===== src/kvs_pkg.sv =====
`timescale 1ns / 1ps
// Shared types and constants of the key velocity sensor.
// Used by the divider and the top level; depends on nothing.
package kvs_pkg;

    localparam int SAMPLE_W = 12;
    localparam int TICK_W   = 32;
    localparam int KEY_W    = 3;
    localparam int VEL_W    = 7;
    localparam int SPEED_W  = 16;
    localparam int PROD_W   = SPEED_W + VEL_W;
    localparam int CFG_IDX_W  = 3;
    localparam int CFG_DATA_W = 16;
    localparam int DIV_CNT_W  = 5;

    localparam logic [VEL_W-1:0] VEL_MAX = 7'd127;
    localparam logic [VEL_W-1:0] PRES_MAX = 7'd127;

    localparam logic [SAMPLE_W-1:0] RST_UPPER     = 12'd3800;
    localparam logic [SAMPLE_W-1:0] RST_LOWER     = 12'd3600;
    localparam logic [KEY_W-1:0]    RST_ALT_KEY   = 3'd1;
    localparam logic [SAMPLE_W-1:0] RST_ALT_UPPER = 12'd1000;
    localparam logic [SAMPLE_W-1:0] RST_ALT_LOWER = 12'd850;
    localparam logic [SPEED_W-1:0]  RST_FULL_SCALE = 16'd200;

    typedef enum logic [CFG_IDX_W-1:0] {
        CFG_UPPER      = 3'd0,
        CFG_LOWER      = 3'd1,
        CFG_ALT_KEY    = 3'd2,
        CFG_ALT_UPPER  = 3'd3,
        CFG_ALT_LOWER  = 3'd4,
        CFG_FULL_SCALE = 3'd5
    } t_cfg_idx;

    typedef enum logic [1:0] {
        EV_NONE     = 2'd0,
        EV_NOTE_ON  = 2'd1,
        EV_NOTE_OFF = 2'd2,
        EV_CLEAR    = 2'd3
    } t_event;

    typedef struct packed {
        logic                 start;
        logic [SPEED_W-1:0]   rem;
        logic [SPEED_W-1:0]   bits;
        logic [DIV_CNT_W-1:0] steps;
        logic [SPEED_W-1:0]   divisor;
    } t_div_req;

    typedef struct packed {
        logic               done;
        logic [SPEED_W-1:0] quo;
    } t_div_resp;

endpackage


===== src/kvs_ram.sv =====
`timescale 1ns / 1ps
// Generic single-port-write, single-port-read RAM with registered read data.
// Stand-alone; no package needed.
module kvs_ram #(
    parameter int WIDTH = 33,
    parameter int DEPTH = 8
) (
    input  logic                                   i_clk,
    input  logic                                   i_we,
    input  logic [((DEPTH > 1) ? $clog2(DEPTH) : 1)-1:0] i_waddr,
    input  logic [WIDTH-1:0]                       i_wdata,
    input  logic                                   i_re,
    input  logic [((DEPTH > 1) ? $clog2(DEPTH) : 1)-1:0] i_raddr,
    output logic [WIDTH-1:0]                       o_rdata
);

    logic [WIDTH-1:0] r_mem [DEPTH];
    logic [WIDTH-1:0] r_rdata;

    always_ff @(posedge i_clk) begin
        if (i_we) begin
            r_mem[i_waddr] <= i_wdata;
        end
        if (i_re) begin
            r_rdata <= r_mem[i_raddr];
        end
    end

    assign o_rdata = r_rdata;

endmodule


===== src/kvs_div.sv =====
`timescale 1ns / 1ps
// Restoring divider, one quotient bit per cycle, with a preset remainder.
// Depends on kvs_pkg for the request and response structs.
module kvs_div
    import kvs_pkg::*;
(
    input  logic      i_clk,
    input  logic      i_rst_n,
    input  t_div_req  i_req,
    output t_div_resp o_resp
);

    logic                 r_busy;
    logic                 r_done;
    logic [DIV_CNT_W-1:0] r_cnt;
    logic [SPEED_W-1:0]   r_rem;
    logic [SPEED_W-1:0]   r_bits;
    logic [SPEED_W-1:0]   r_quo;
    logic [SPEED_W-1:0]   r_div;

    logic [SPEED_W:0]     trial;
    logic                 fits;
    logic [SPEED_W:0]     diff;

    always_comb begin
        trial = {r_rem, r_bits[SPEED_W-1]};
        fits  = (trial >= {1'b0, r_div});
        diff  = trial - {1'b0, r_div};
    end

    always_ff @(posedge i_clk) begin
        if (!i_rst_n) begin
            r_busy <= 1'b0;
            r_done <= 1'b0;
            r_cnt  <= '0;
        end else begin
            r_done <= 1'b0;
            if (i_req.start) begin
                r_busy <= 1'b1;
                r_cnt  <= i_req.steps;
            end else if (r_busy) begin
                r_cnt <= r_cnt - 1'b1;
                if (r_cnt == DIV_CNT_W'(1)) begin
                    r_busy <= 1'b0;
                    r_done <= 1'b1;
                end
            end
        end
    end

    always_ff @(posedge i_clk) begin
        if (i_req.start) begin
            r_rem  <= i_req.rem;
            r_bits <= i_req.bits;
            r_div  <= i_req.divisor;
            r_quo  <= '0;
        end else if (r_busy) begin
            r_rem  <= fits ? diff[SPEED_W-1:0] : trial[SPEED_W-1:0];
            r_bits <= {r_bits[SPEED_W-2:0], 1'b0};
            r_quo  <= {r_quo[SPEED_W-2:0], fits};
        end
    end

    assign o_resp.done = r_done;
    assign o_resp.quo  = r_quo;

    a_done_after_busy: assert property (@(posedge i_clk) disable iff (!i_rst_n)
        r_done |-> $past(r_busy))
        else $error("divider finished without running");

    a_busy_no_restart: assert property (@(posedge i_clk) disable iff (!i_rst_n)
        (r_busy && !i_req.start) |=> (r_busy || r_done))
        else $error("divider stopped without finishing");

    a_rem_below_div: assert property (@(posedge i_clk) disable iff (!i_rst_n)
        r_busy |=> (r_rem < r_div))
        else $error("divider remainder out of range");

endmodule


===== src/key_velocity_sensor_core.sv =====
`timescale 1ns / 1ps
// Key velocity sensor: per-key pressure pad qualifier with two-threshold timing.
// Depends on kvs_pkg, kvs_ram and kvs_div.
//
// One request is handled at a time. A clear-all request, or a sample for a key at or above
// NUM_KEYS, goes straight to the result. An ordinary sample passes through the key state update
// first. A note-on whose velocity is timed also waits on the shared bit-serial divider, first
// for speed and then for scaling. Key state sits in a RAM with registered read data and a
// valid bit per key, so a clear-all takes effect at once. A finished result waits in the output
// register while the next request is accepted.
module key_velocity_sensor_core
    import kvs_pkg::*;
#(
    parameter int NUM_KEYS = 8
) (
    input  logic                  i_clk,
    input  logic                  i_rst_n,
    // tdata: key[2:0], sample[14:3], now[46:15], zero pad[47]
    input  logic [47:0]           i_s_axis_tdata,
    // tuser: action[0]
    input  logic                  i_s_axis_tuser,
    input  logic                  i_s_axis_tvalid,
    output logic                  o_s_axis_tready,
    // tdata: event_key[2:0], velocity[9:3], held[10], pressure[17:11], zero pad[23:18]
    output logic [23:0]           o_m_axis_tdata,
    // tuser: event_res[1:0]
    output logic [1:0]            o_m_axis_tuser,
    output logic                  o_m_axis_tvalid,
    input  logic                  i_m_axis_tready,
    input  logic                  i_cfg_valid,
    output logic                  o_cfg_ready,
    input  logic [CFG_IDX_W-1:0]  i_cfg_index,
    input  logic [CFG_DATA_W-1:0] i_cfg_data
);

    localparam int AW     = (NUM_KEYS > 1) ? $clog2(NUM_KEYS) : 1;
    localparam int ENT_W  = 1 + TICK_W;

    typedef enum logic [6:0] {
        S_IDLE = 7'b0000001,
        S_CALC = 7'b0000010,
        S_DIV1 = 7'b0000100,
        S_CHK  = 7'b0001000,
        S_DIV2 = 7'b0010000,
        S_DONE = 7'b0100000,
        S_HOLD = 7'b1000000
    } t_state;

    t_state r_state, n_state;

    logic [SAMPLE_W-1:0] r_upper, r_lower, r_alt_upper, r_alt_lower;
    logic [KEY_W-1:0]    r_alt_key;
    logic [SPEED_W-1:0]  r_full_scale;

    logic [NUM_KEYS-1:0] r_valid;
    logic [KEY_W-1:0]    r_key;
    logic [AW-1:0]       r_addr;
    logic [SAMPLE_W-1:0] r_smp;
    logic [TICK_W-1:0]   r_now;

    t_event              r_ev;
    logic [VEL_W-1:0]    r_vel;
    logic                r_held;
    logic [VEL_W-1:0]    r_pres;
    logic [PROD_W-1:0]   r_prod;

    logic                r_out_valid;
    logic [23:0]         r_out_data;
    t_event              r_out_user;

    logic                in_acc;
    logic                in_action;
    logic [KEY_W-1:0]    in_key;
    logic                in_range;

    logic [ENT_W-1:0]    rd_data;
    logic                cur_p;
    logic [TICK_W-1:0]   cur_s;
    logic                alt;
    logic [SAMPLE_W-1:0] up, lo;
    logic                below_lo, below_up;
    logic                do_on, do_start, do_off;
    logic                new_p;
    logic [TICK_W-1:0]   new_s;
    logic [SAMPLE_W-1:0] diff12;
    logic [15:0]         elapsed;
    logic [VEL_W-1:0]    pres_val;
    logic                mem_we;

    t_div_req            div_req;
    t_div_resp           div_resp;

    assign in_action = i_s_axis_tuser;
    assign in_key    = i_s_axis_tdata[2:0];
    assign in_range  = ({4'd0, in_key} < 7'(NUM_KEYS));
    assign o_s_axis_tready = (r_state == S_IDLE);
    assign in_acc    = i_s_axis_tvalid && o_s_axis_tready;
    assign o_cfg_ready = 1'b1;

    always_ff @(posedge i_clk) begin
        if (!i_rst_n) begin
            r_upper      <= RST_UPPER;
            r_lower      <= RST_LOWER;
            r_alt_key    <= RST_ALT_KEY;
            r_alt_upper  <= RST_ALT_UPPER;
            r_alt_lower  <= RST_ALT_LOWER;
            r_full_scale <= RST_FULL_SCALE;
        end else if (i_cfg_valid) begin
            case (i_cfg_index)
                CFG_UPPER:      r_upper      <= i_cfg_data[SAMPLE_W-1:0];
                CFG_LOWER:      r_lower      <= i_cfg_data[SAMPLE_W-1:0];
                CFG_ALT_KEY:    r_alt_key    <= i_cfg_data[KEY_W-1:0];
                CFG_ALT_UPPER:  r_alt_upper  <= i_cfg_data[SAMPLE_W-1:0];
                CFG_ALT_LOWER:  r_alt_lower  <= i_cfg_data[SAMPLE_W-1:0];
                CFG_FULL_SCALE: r_full_scale <= i_cfg_data;
                default: begin
                end
            endcase
        end
    end

    kvs_ram #(
        .WIDTH (ENT_W),
        .DEPTH (NUM_KEYS)
    ) u_state_ram (
        .i_clk   (i_clk),
        .i_we    (mem_we),
        .i_waddr (r_addr),
        .i_wdata ({new_p, new_s}),
        .i_re    (in_acc),
        .i_raddr (AW'(in_key)),
        .o_rdata (rd_data)
    );

    kvs_div u_div (
        .i_clk   (i_clk),
        .i_rst_n (i_rst_n),
        .i_req   (div_req),
        .o_resp  (div_resp)
    );

    always_comb begin
        cur_p    = r_valid[r_addr] ? rd_data[ENT_W-1] : 1'b0;
        cur_s    = r_valid[r_addr] ? rd_data[TICK_W-1:0] : '0;
        alt      = (r_key == r_alt_key);
        up       = alt ? r_alt_upper : r_upper;
        lo       = alt ? r_alt_lower : r_lower;
        below_lo = (r_smp < lo);
        below_up = (r_smp < up);
        do_on    = below_lo && !cur_p;
        do_start = !do_on && below_up && (cur_s == '0) && !cur_p;
        do_off   = !do_on && !do_start && !below_up && cur_p;
        new_p    = do_on ? 1'b1 : (do_off ? 1'b0 : cur_p);
        new_s    = do_start ? r_now : (do_off ? '0 : cur_s);
        diff12   = up - r_smp;
        elapsed  = r_now[15:0] - cur_s[15:0];
        pres_val = diff12[11] ? PRES_MAX : diff12[10:4];
        mem_we   = (r_state == S_CALC);
    end

    always_comb begin
        div_req = '0;
        if (r_state == S_CALC && do_on && !(cur_s == '0 || elapsed == '0 || alt)) begin
            div_req.start   = 1'b1;
            div_req.rem     = '0;
            div_req.bits    = {diff12, 4'd0};
            div_req.steps   = DIV_CNT_W'(SPEED_W);
            div_req.divisor = elapsed;
        end else if (r_state == S_CHK && r_full_scale != '0
                     && r_prod < {r_full_scale, 7'd0}) begin
            div_req.start   = 1'b1;
            div_req.rem     = r_prod[PROD_W-1:VEL_W];
            div_req.bits    = {r_prod[VEL_W-1:0], 9'd0};
            div_req.steps   = DIV_CNT_W'(VEL_W);
            div_req.divisor = r_full_scale;
        end
    end

    always_comb begin
        n_state = r_state;
        case (r_state)
            S_IDLE: begin
                if (in_acc) begin
                    n_state = (in_action || !in_range) ? S_DONE : S_CALC;
                end
            end
            S_CALC: n_state = div_req.start ? S_DIV1 : S_DONE;
            S_DIV1: n_state = div_resp.done ? S_CHK : S_DIV1;
            S_CHK:  n_state = div_req.start ? S_DIV2 : S_DONE;
            S_DIV2: n_state = div_resp.done ? S_DONE : S_DIV2;
            S_DONE: n_state = (!r_out_valid || i_m_axis_tready) ? S_IDLE : S_HOLD;
            S_HOLD: n_state = (!r_out_valid || i_m_axis_tready) ? S_IDLE : S_HOLD;
            default: n_state = S_IDLE;
        endcase
    end

    always_ff @(posedge i_clk) begin
        if (!i_rst_n) begin
            r_state     <= S_IDLE;
            r_valid     <= '0;
            r_out_valid <= 1'b0;
        end else begin
            r_state <= n_state;
            if (in_acc && in_action) begin
                r_valid <= '0;
            end else if (mem_we) begin
                r_valid[r_addr] <= 1'b1;
            end
            if ((r_state == S_DONE || r_state == S_HOLD) && n_state == S_IDLE) begin
                r_out_valid <= 1'b1;
            end else if (i_m_axis_tready) begin
                r_out_valid <= 1'b0;
            end
        end
    end

    always_ff @(posedge i_clk) begin
        if (in_acc) begin
            r_key  <= in_action ? '0 : in_key;
            r_addr <= AW'(in_key);
            r_smp  <= i_s_axis_tdata[14:3];
            r_now  <= i_s_axis_tdata[46:15];
            r_ev   <= in_action ? EV_CLEAR : EV_NONE;
            r_vel  <= '0;
            r_held <= 1'b0;
            r_pres <= '0;
        end
        if (r_state == S_CALC) begin
            r_ev   <= do_on ? EV_NOTE_ON : (do_off ? EV_NOTE_OFF : EV_NONE);
            r_held <= new_p;
            r_pres <= (new_p && below_up) ? pres_val : '0;
            r_vel  <= do_on ? VEL_MAX : '0;
        end
        if (r_state == S_DIV1 && div_resp.done) begin
            r_prod <= {div_resp.quo, 7'd0} - PROD_W'(div_resp.quo);
        end
        if (r_state == S_CHK && !div_req.start) begin
            r_vel <= (r_full_scale == '0) ? '0 : VEL_MAX;
        end
        if (r_state == S_DIV2 && div_resp.done) begin
            r_vel <= div_resp.quo[VEL_W-1:0];
        end
        if ((r_state == S_DONE || r_state == S_HOLD) && n_state == S_IDLE) begin
            r_out_data <= {6'd0, r_pres, r_held, r_vel, r_key};
            r_out_user <= r_ev;
        end
    end

    assign o_m_axis_tvalid = r_out_valid;
    assign o_m_axis_tdata  = r_out_data;
    assign o_m_axis_tuser  = r_out_user;

    a_clear_empties: assert property (@(posedge i_clk) disable iff (!i_rst_n)
        (in_acc && in_action) |=> (r_valid == '0))
        else $error("clear request left a key marked valid");

    a_clear_payload: assert property (@(posedge i_clk) disable iff (!i_rst_n)
        (o_m_axis_tvalid && o_m_axis_tuser == EV_CLEAR) |-> (o_m_axis_tdata == '0))
        else $error("clear result carries data");

    a_pressure_held: assert property (@(posedge i_clk) disable iff (!i_rst_n)
        (o_m_axis_tvalid && !o_m_axis_tdata[10]) |-> (o_m_axis_tdata[17:11] == '0))
        else $error("pressure reported for a released key");

    a_on_held: assert property (@(posedge i_clk) disable iff (!i_rst_n)
        (o_m_axis_tvalid && o_m_axis_tuser == EV_NOTE_ON) |-> o_m_axis_tdata[10])
        else $error("note on without the key held");

    a_div_in_state: assert property (@(posedge i_clk) disable iff (!i_rst_n)
        div_resp.done |-> (r_state == S_DIV1 || r_state == S_DIV2))
        else $error("divider result outside a divide state");

endmodule

===== config.mk =====
export PLATFORM = sky130hd
export DESIGN_NAME = key_velocity_sensor_core
export DESIGN_NICKNAME = d
export VERILOG_FILES = /design/src/kvs_pkg.sv /design/src/kvs_ram.sv /design/src/kvs_div.sv /design/src/key_velocity_sensor_core.sv
export SDC_FILE = /design/constraint.sdc
export NUM_CORES = 1
export LEC_CHECK = 0
export ABC_AREA = 1
export BUFFER_PORTS_ARGS = -buffer_cell sky130_fd_sc_hd__buf_2
export CAP_MARGIN = 15
export CORE_MARGIN = 5
export CORE_UTILIZATION = 40
export CTS_CLUSTER_SIZE = 24
export DETAILED_ROUTE_END_ITERATION = 10
export MAX_ROUTING_LAYER = met4
export PLACE_DENSITY = 0.57
export SLEW_MARGIN = 20
export SYNTH_ARGS = -nofsm -noshare
export SYNTH_HDL_FRONTEND = slang
export SYNTH_HIERARCHICAL = 1
export SYNTH_SLANG_ARGS = --single-unit

===== constraint.sdc =====
create_clock -name i_clk -period 10.4 [get_ports i_clk]
set_input_delay 3.12 -clock i_clk [delete_from_list [all_inputs] [get_ports i_clk]]
set_output_delay 3.12 -clock i_clk [all_outputs]
set_load 0.005 [all_outputs]

==> results_dict.tcl <==
set metrics [dict create \
    status "complete, no violations" \
    crit_required_ns 10.68 \
    path_class "register to register" \
    synth.yosys.seq_area_share_pct 57.0 \
    end_kind "register" \
    fin_setup_tns_ns 0 \
    crit_path_start_kind "register" \
    synth_edf_count 455 \
    hold_buffers 0 \
    cpMostUsedCell "nand2_1" \
    rows 96 \
    synth_cells 3045 \
    critPathBufInv 6 \
    synthesis.yosys.warnings 6 \
    cts-resized-gates 0 \
    max_slew_margin_pct 26.2 \
    final.period_utilization_pct 56.3 \
    grt_max_degree 97 \
    synth_mux_area_share_pct 0.398 \
    die_area_sq_um 74500 \
    core-area_sq_um 68600 \
    finalWirelength_mm 68.1 \
    cts_buffers 58 \
    postRouteAntennaNets 0 \
    max-vdd-ir-drop_mv 0.137 \
    overflow 0 \
    cap_violations 0 \
    synth_fa_ha_area_share_pct 4.15 \
    syn_area_sq_um 27700 \
    min_period_ns 5.85 \
    die_h_um 273 \
    ys_seq_elements 561 \
    synth_simple_gate_area_share_pct 21.1 \
    crit_path_max_fanout 55 \
    wire_per_inst_um 16.6 \
    clock_latency_ns 0.62 \
    hold_violations 0 \
    async_reset_ff_share_pct 0 \
    postCtsSetupBuffers 0 \
    critPathTopFamily "simple AND/OR/NAND/NOR gates" \
    drtPass1Iterations 6 \
    yosys_most_used_dff "edfxtp_1" \
    tightest_slew_ns 1.11 \
    crit_arrival_ns 6.13 \
    total_power_w 0.00565 \
    register_area_sq_um 15800 \
    synth_top_family_by_area "simple AND/OR/NAND/NOR gates" \
    synth_most_common_cell "nand2_1" \
    p_leak_nw 14.0 \
    rrSetupSlack_ns 4.55 \
    slowest_stage "inv_2" \
    maxClockFrequency_mhz 171 \
    portBuffers 93 \
    whs_path_depth 0 \
    cts_tree "built" \
    ioPinCount 102 \
    finalClockSkew_ns 0.0221 \
    clk_pin_slew_ns 0.06 \
    vias_per_cell 4.85 \
    fillers 6461 \
    placed_area_sq_um 29000 \
    place_congestion 0.891 \
    slowest_delay_ns 0.62 \
    drtIter0Drc 1360 \
    start_util_pct 40.3 \
    yosysTopAreaCell "edfxtp_1" \
    root_buffer "clkbuf_16" \
    antenna_found_initial 1 \
    drive_above_1_share_pct 8.76 \
    areaGrowthSynthToFinish_pct 11.8 \
    vias 19900 \
    synthTopCellsByArea "edfxtp_1 (49%), nand2_1 (12%), inv_1 (7.7%)" \
    min_path_type "register to register" \
    fin_worst_hold_slack_ns 0.419 \
    synth_common_cells "nand2_1 (855), inv_1 (570), edfxtp_1 (455)" \
    first_global_vias 19800 \
    synth_xor_area_share_pct 1.46 \
    synth-compound-area-share_pct 5.67 \
    path_depth 26 \
    grt_pass1_wl_mm 107 \
    dp_hpwl_mm 43.7 \
    rsz0062_at_grt "no" \
    powerDensity_nw_per_um2 183 \
    synth_cell_type_count 56 \
    route.detailed.drc 0 \
    worst_slack_ns 4.55 \
    setup_viol 0 \
    cts_sinks 561 \
    pre_cts_ws_ns 4.42 \
    slew_viol_final 0 \
    htree_levels 2 \
    die_x_um 273 \
    avgSynthCellArea_sq_um 9.09 \
    clockBufferDepth 3 \
    multi_input_area_sq_um 9200 \
    r2r_cells 26 \
    fin_nets 3286 \
    synth_top_area_share_pct 49.4 \
    post-route-cell-area_sq_um 30900 \
    grt_usage_pct 18.6 \
    antennaDiodeCount 0 \
]
[cells in the final DEF (no fill, tap or decap), drive strengths merged, types with 2 or more instances in the layout]
cell	Yosys	layout
a31oi	4	4
o41ai	8	8
nand3b	14	14
clkbuf	36	79
edfxtp	455	455
or2	2	2
a211oi	2	2
nand3	256	256
xor2	31	31
nor3b	2	2
fa	3	3
ha	87	87
a22o	6	6
nand2	876	876
conb	2	12
a21oi	89	89
nor2	182	182
inv	578	580
clkinv	2	21
nor3	13	13
clkinvlp	0	2
and2	2	2
mux2i	11	11
buf	73	117
o21ai	101	101
o22ai	41	41
o211ai	12	12
dfxtp	106	106
o21bai	3	3
bufinv	0	7
nor4	4	4
xnor2	15	15
nand4	22	22
[state kept, by name, indices dropped and copies added, names as in the netlist, 16 cells and up]
register	count
u_state_ram/r_mem	264
u_state_ram/o_rdata	33
r_now	32
r_prod	23
o_m_axis_tdata	18
r_full_scale	16
u_div/r_bits	16
u_div/r_div	16
u_div/r_quo	16
u_div/r_rem	16
[where the power goes]
part / leakage (nW) / total, W / switching (W) / internal, W
clock network: 0.950 / 0.00212 / 0.000868 / 0.00125
logic: 7.99 / 0.000861 / 0.000573 / 0.000287
registers: 5.10 / 0.00267 / 0.0000760 / 0.00259
total: 14.0 / 0.00565 / 0.00152 / 0.00413
[routing by layer]
layer | vias up | wire length [um] | GRT usage [%]
met1 | 9352 | 30700 | 24.5
met2 | 461 | 32200 | 30.5
li1 | 9947 | - | -
met5 | - | 0 | -
met4 | 0 | 1650 | 4.99
met3 | 120 | 3480 | 2.45
[through the flow]
stage / util [%] / std cells
6_report: 45.1 / 4103
4_1_cts: 45.1 / 4103
3_3_place_gp: 42.2 / 3994
3_5_place_dp: 42.2 / 3994
5_1_grt: 45.1 / 4103
2_1_floorplan: - / 3055
[final cells by class]
type                    count  area share, %
clock buffers              79           5.18
clock inverters            30           1.12
inverters                 580           7.06
multi-input cells        1805           29.7
flip-flops and latches    561           51.0
well taps                 931           3.77
repair buffers            117           2.10
[worst paths after layout]
kind,start,endpoint
min,r_vel[6]$_DFFE_PP_,o_m_axis_tdata[9]$_DFFE_PP_
max reg2reg,r_addr[0]$_DFFE_PP_,u_div/r_rem[6]$_DFFE_PP_
min reg2reg,r_vel[6]$_DFFE_PP_,o_m_axis_tdata[9]$_DFFE_PP_
max,r_addr[0]$_DFFE_PP_,u_div/r_rem[6]$_DFFE_PP_
[logic make-up (layout without fill, tap and decap cells)]
| family | Yosys count | after routing |
|---|---|---|
| xor+xnor | 46 | 46 |
| fa+ha+maj | 90 | 90 |
| flops | 561 | 561 |
| other cells | 2 | 12 |
| simple gates | 1373 | 1373 |
| buf+inv | 689 | 806 |
| compound gates | 273 | 273 |
| mux | 11 | 11 |
No activity file was read; power rests on OpenSTA's default activity.
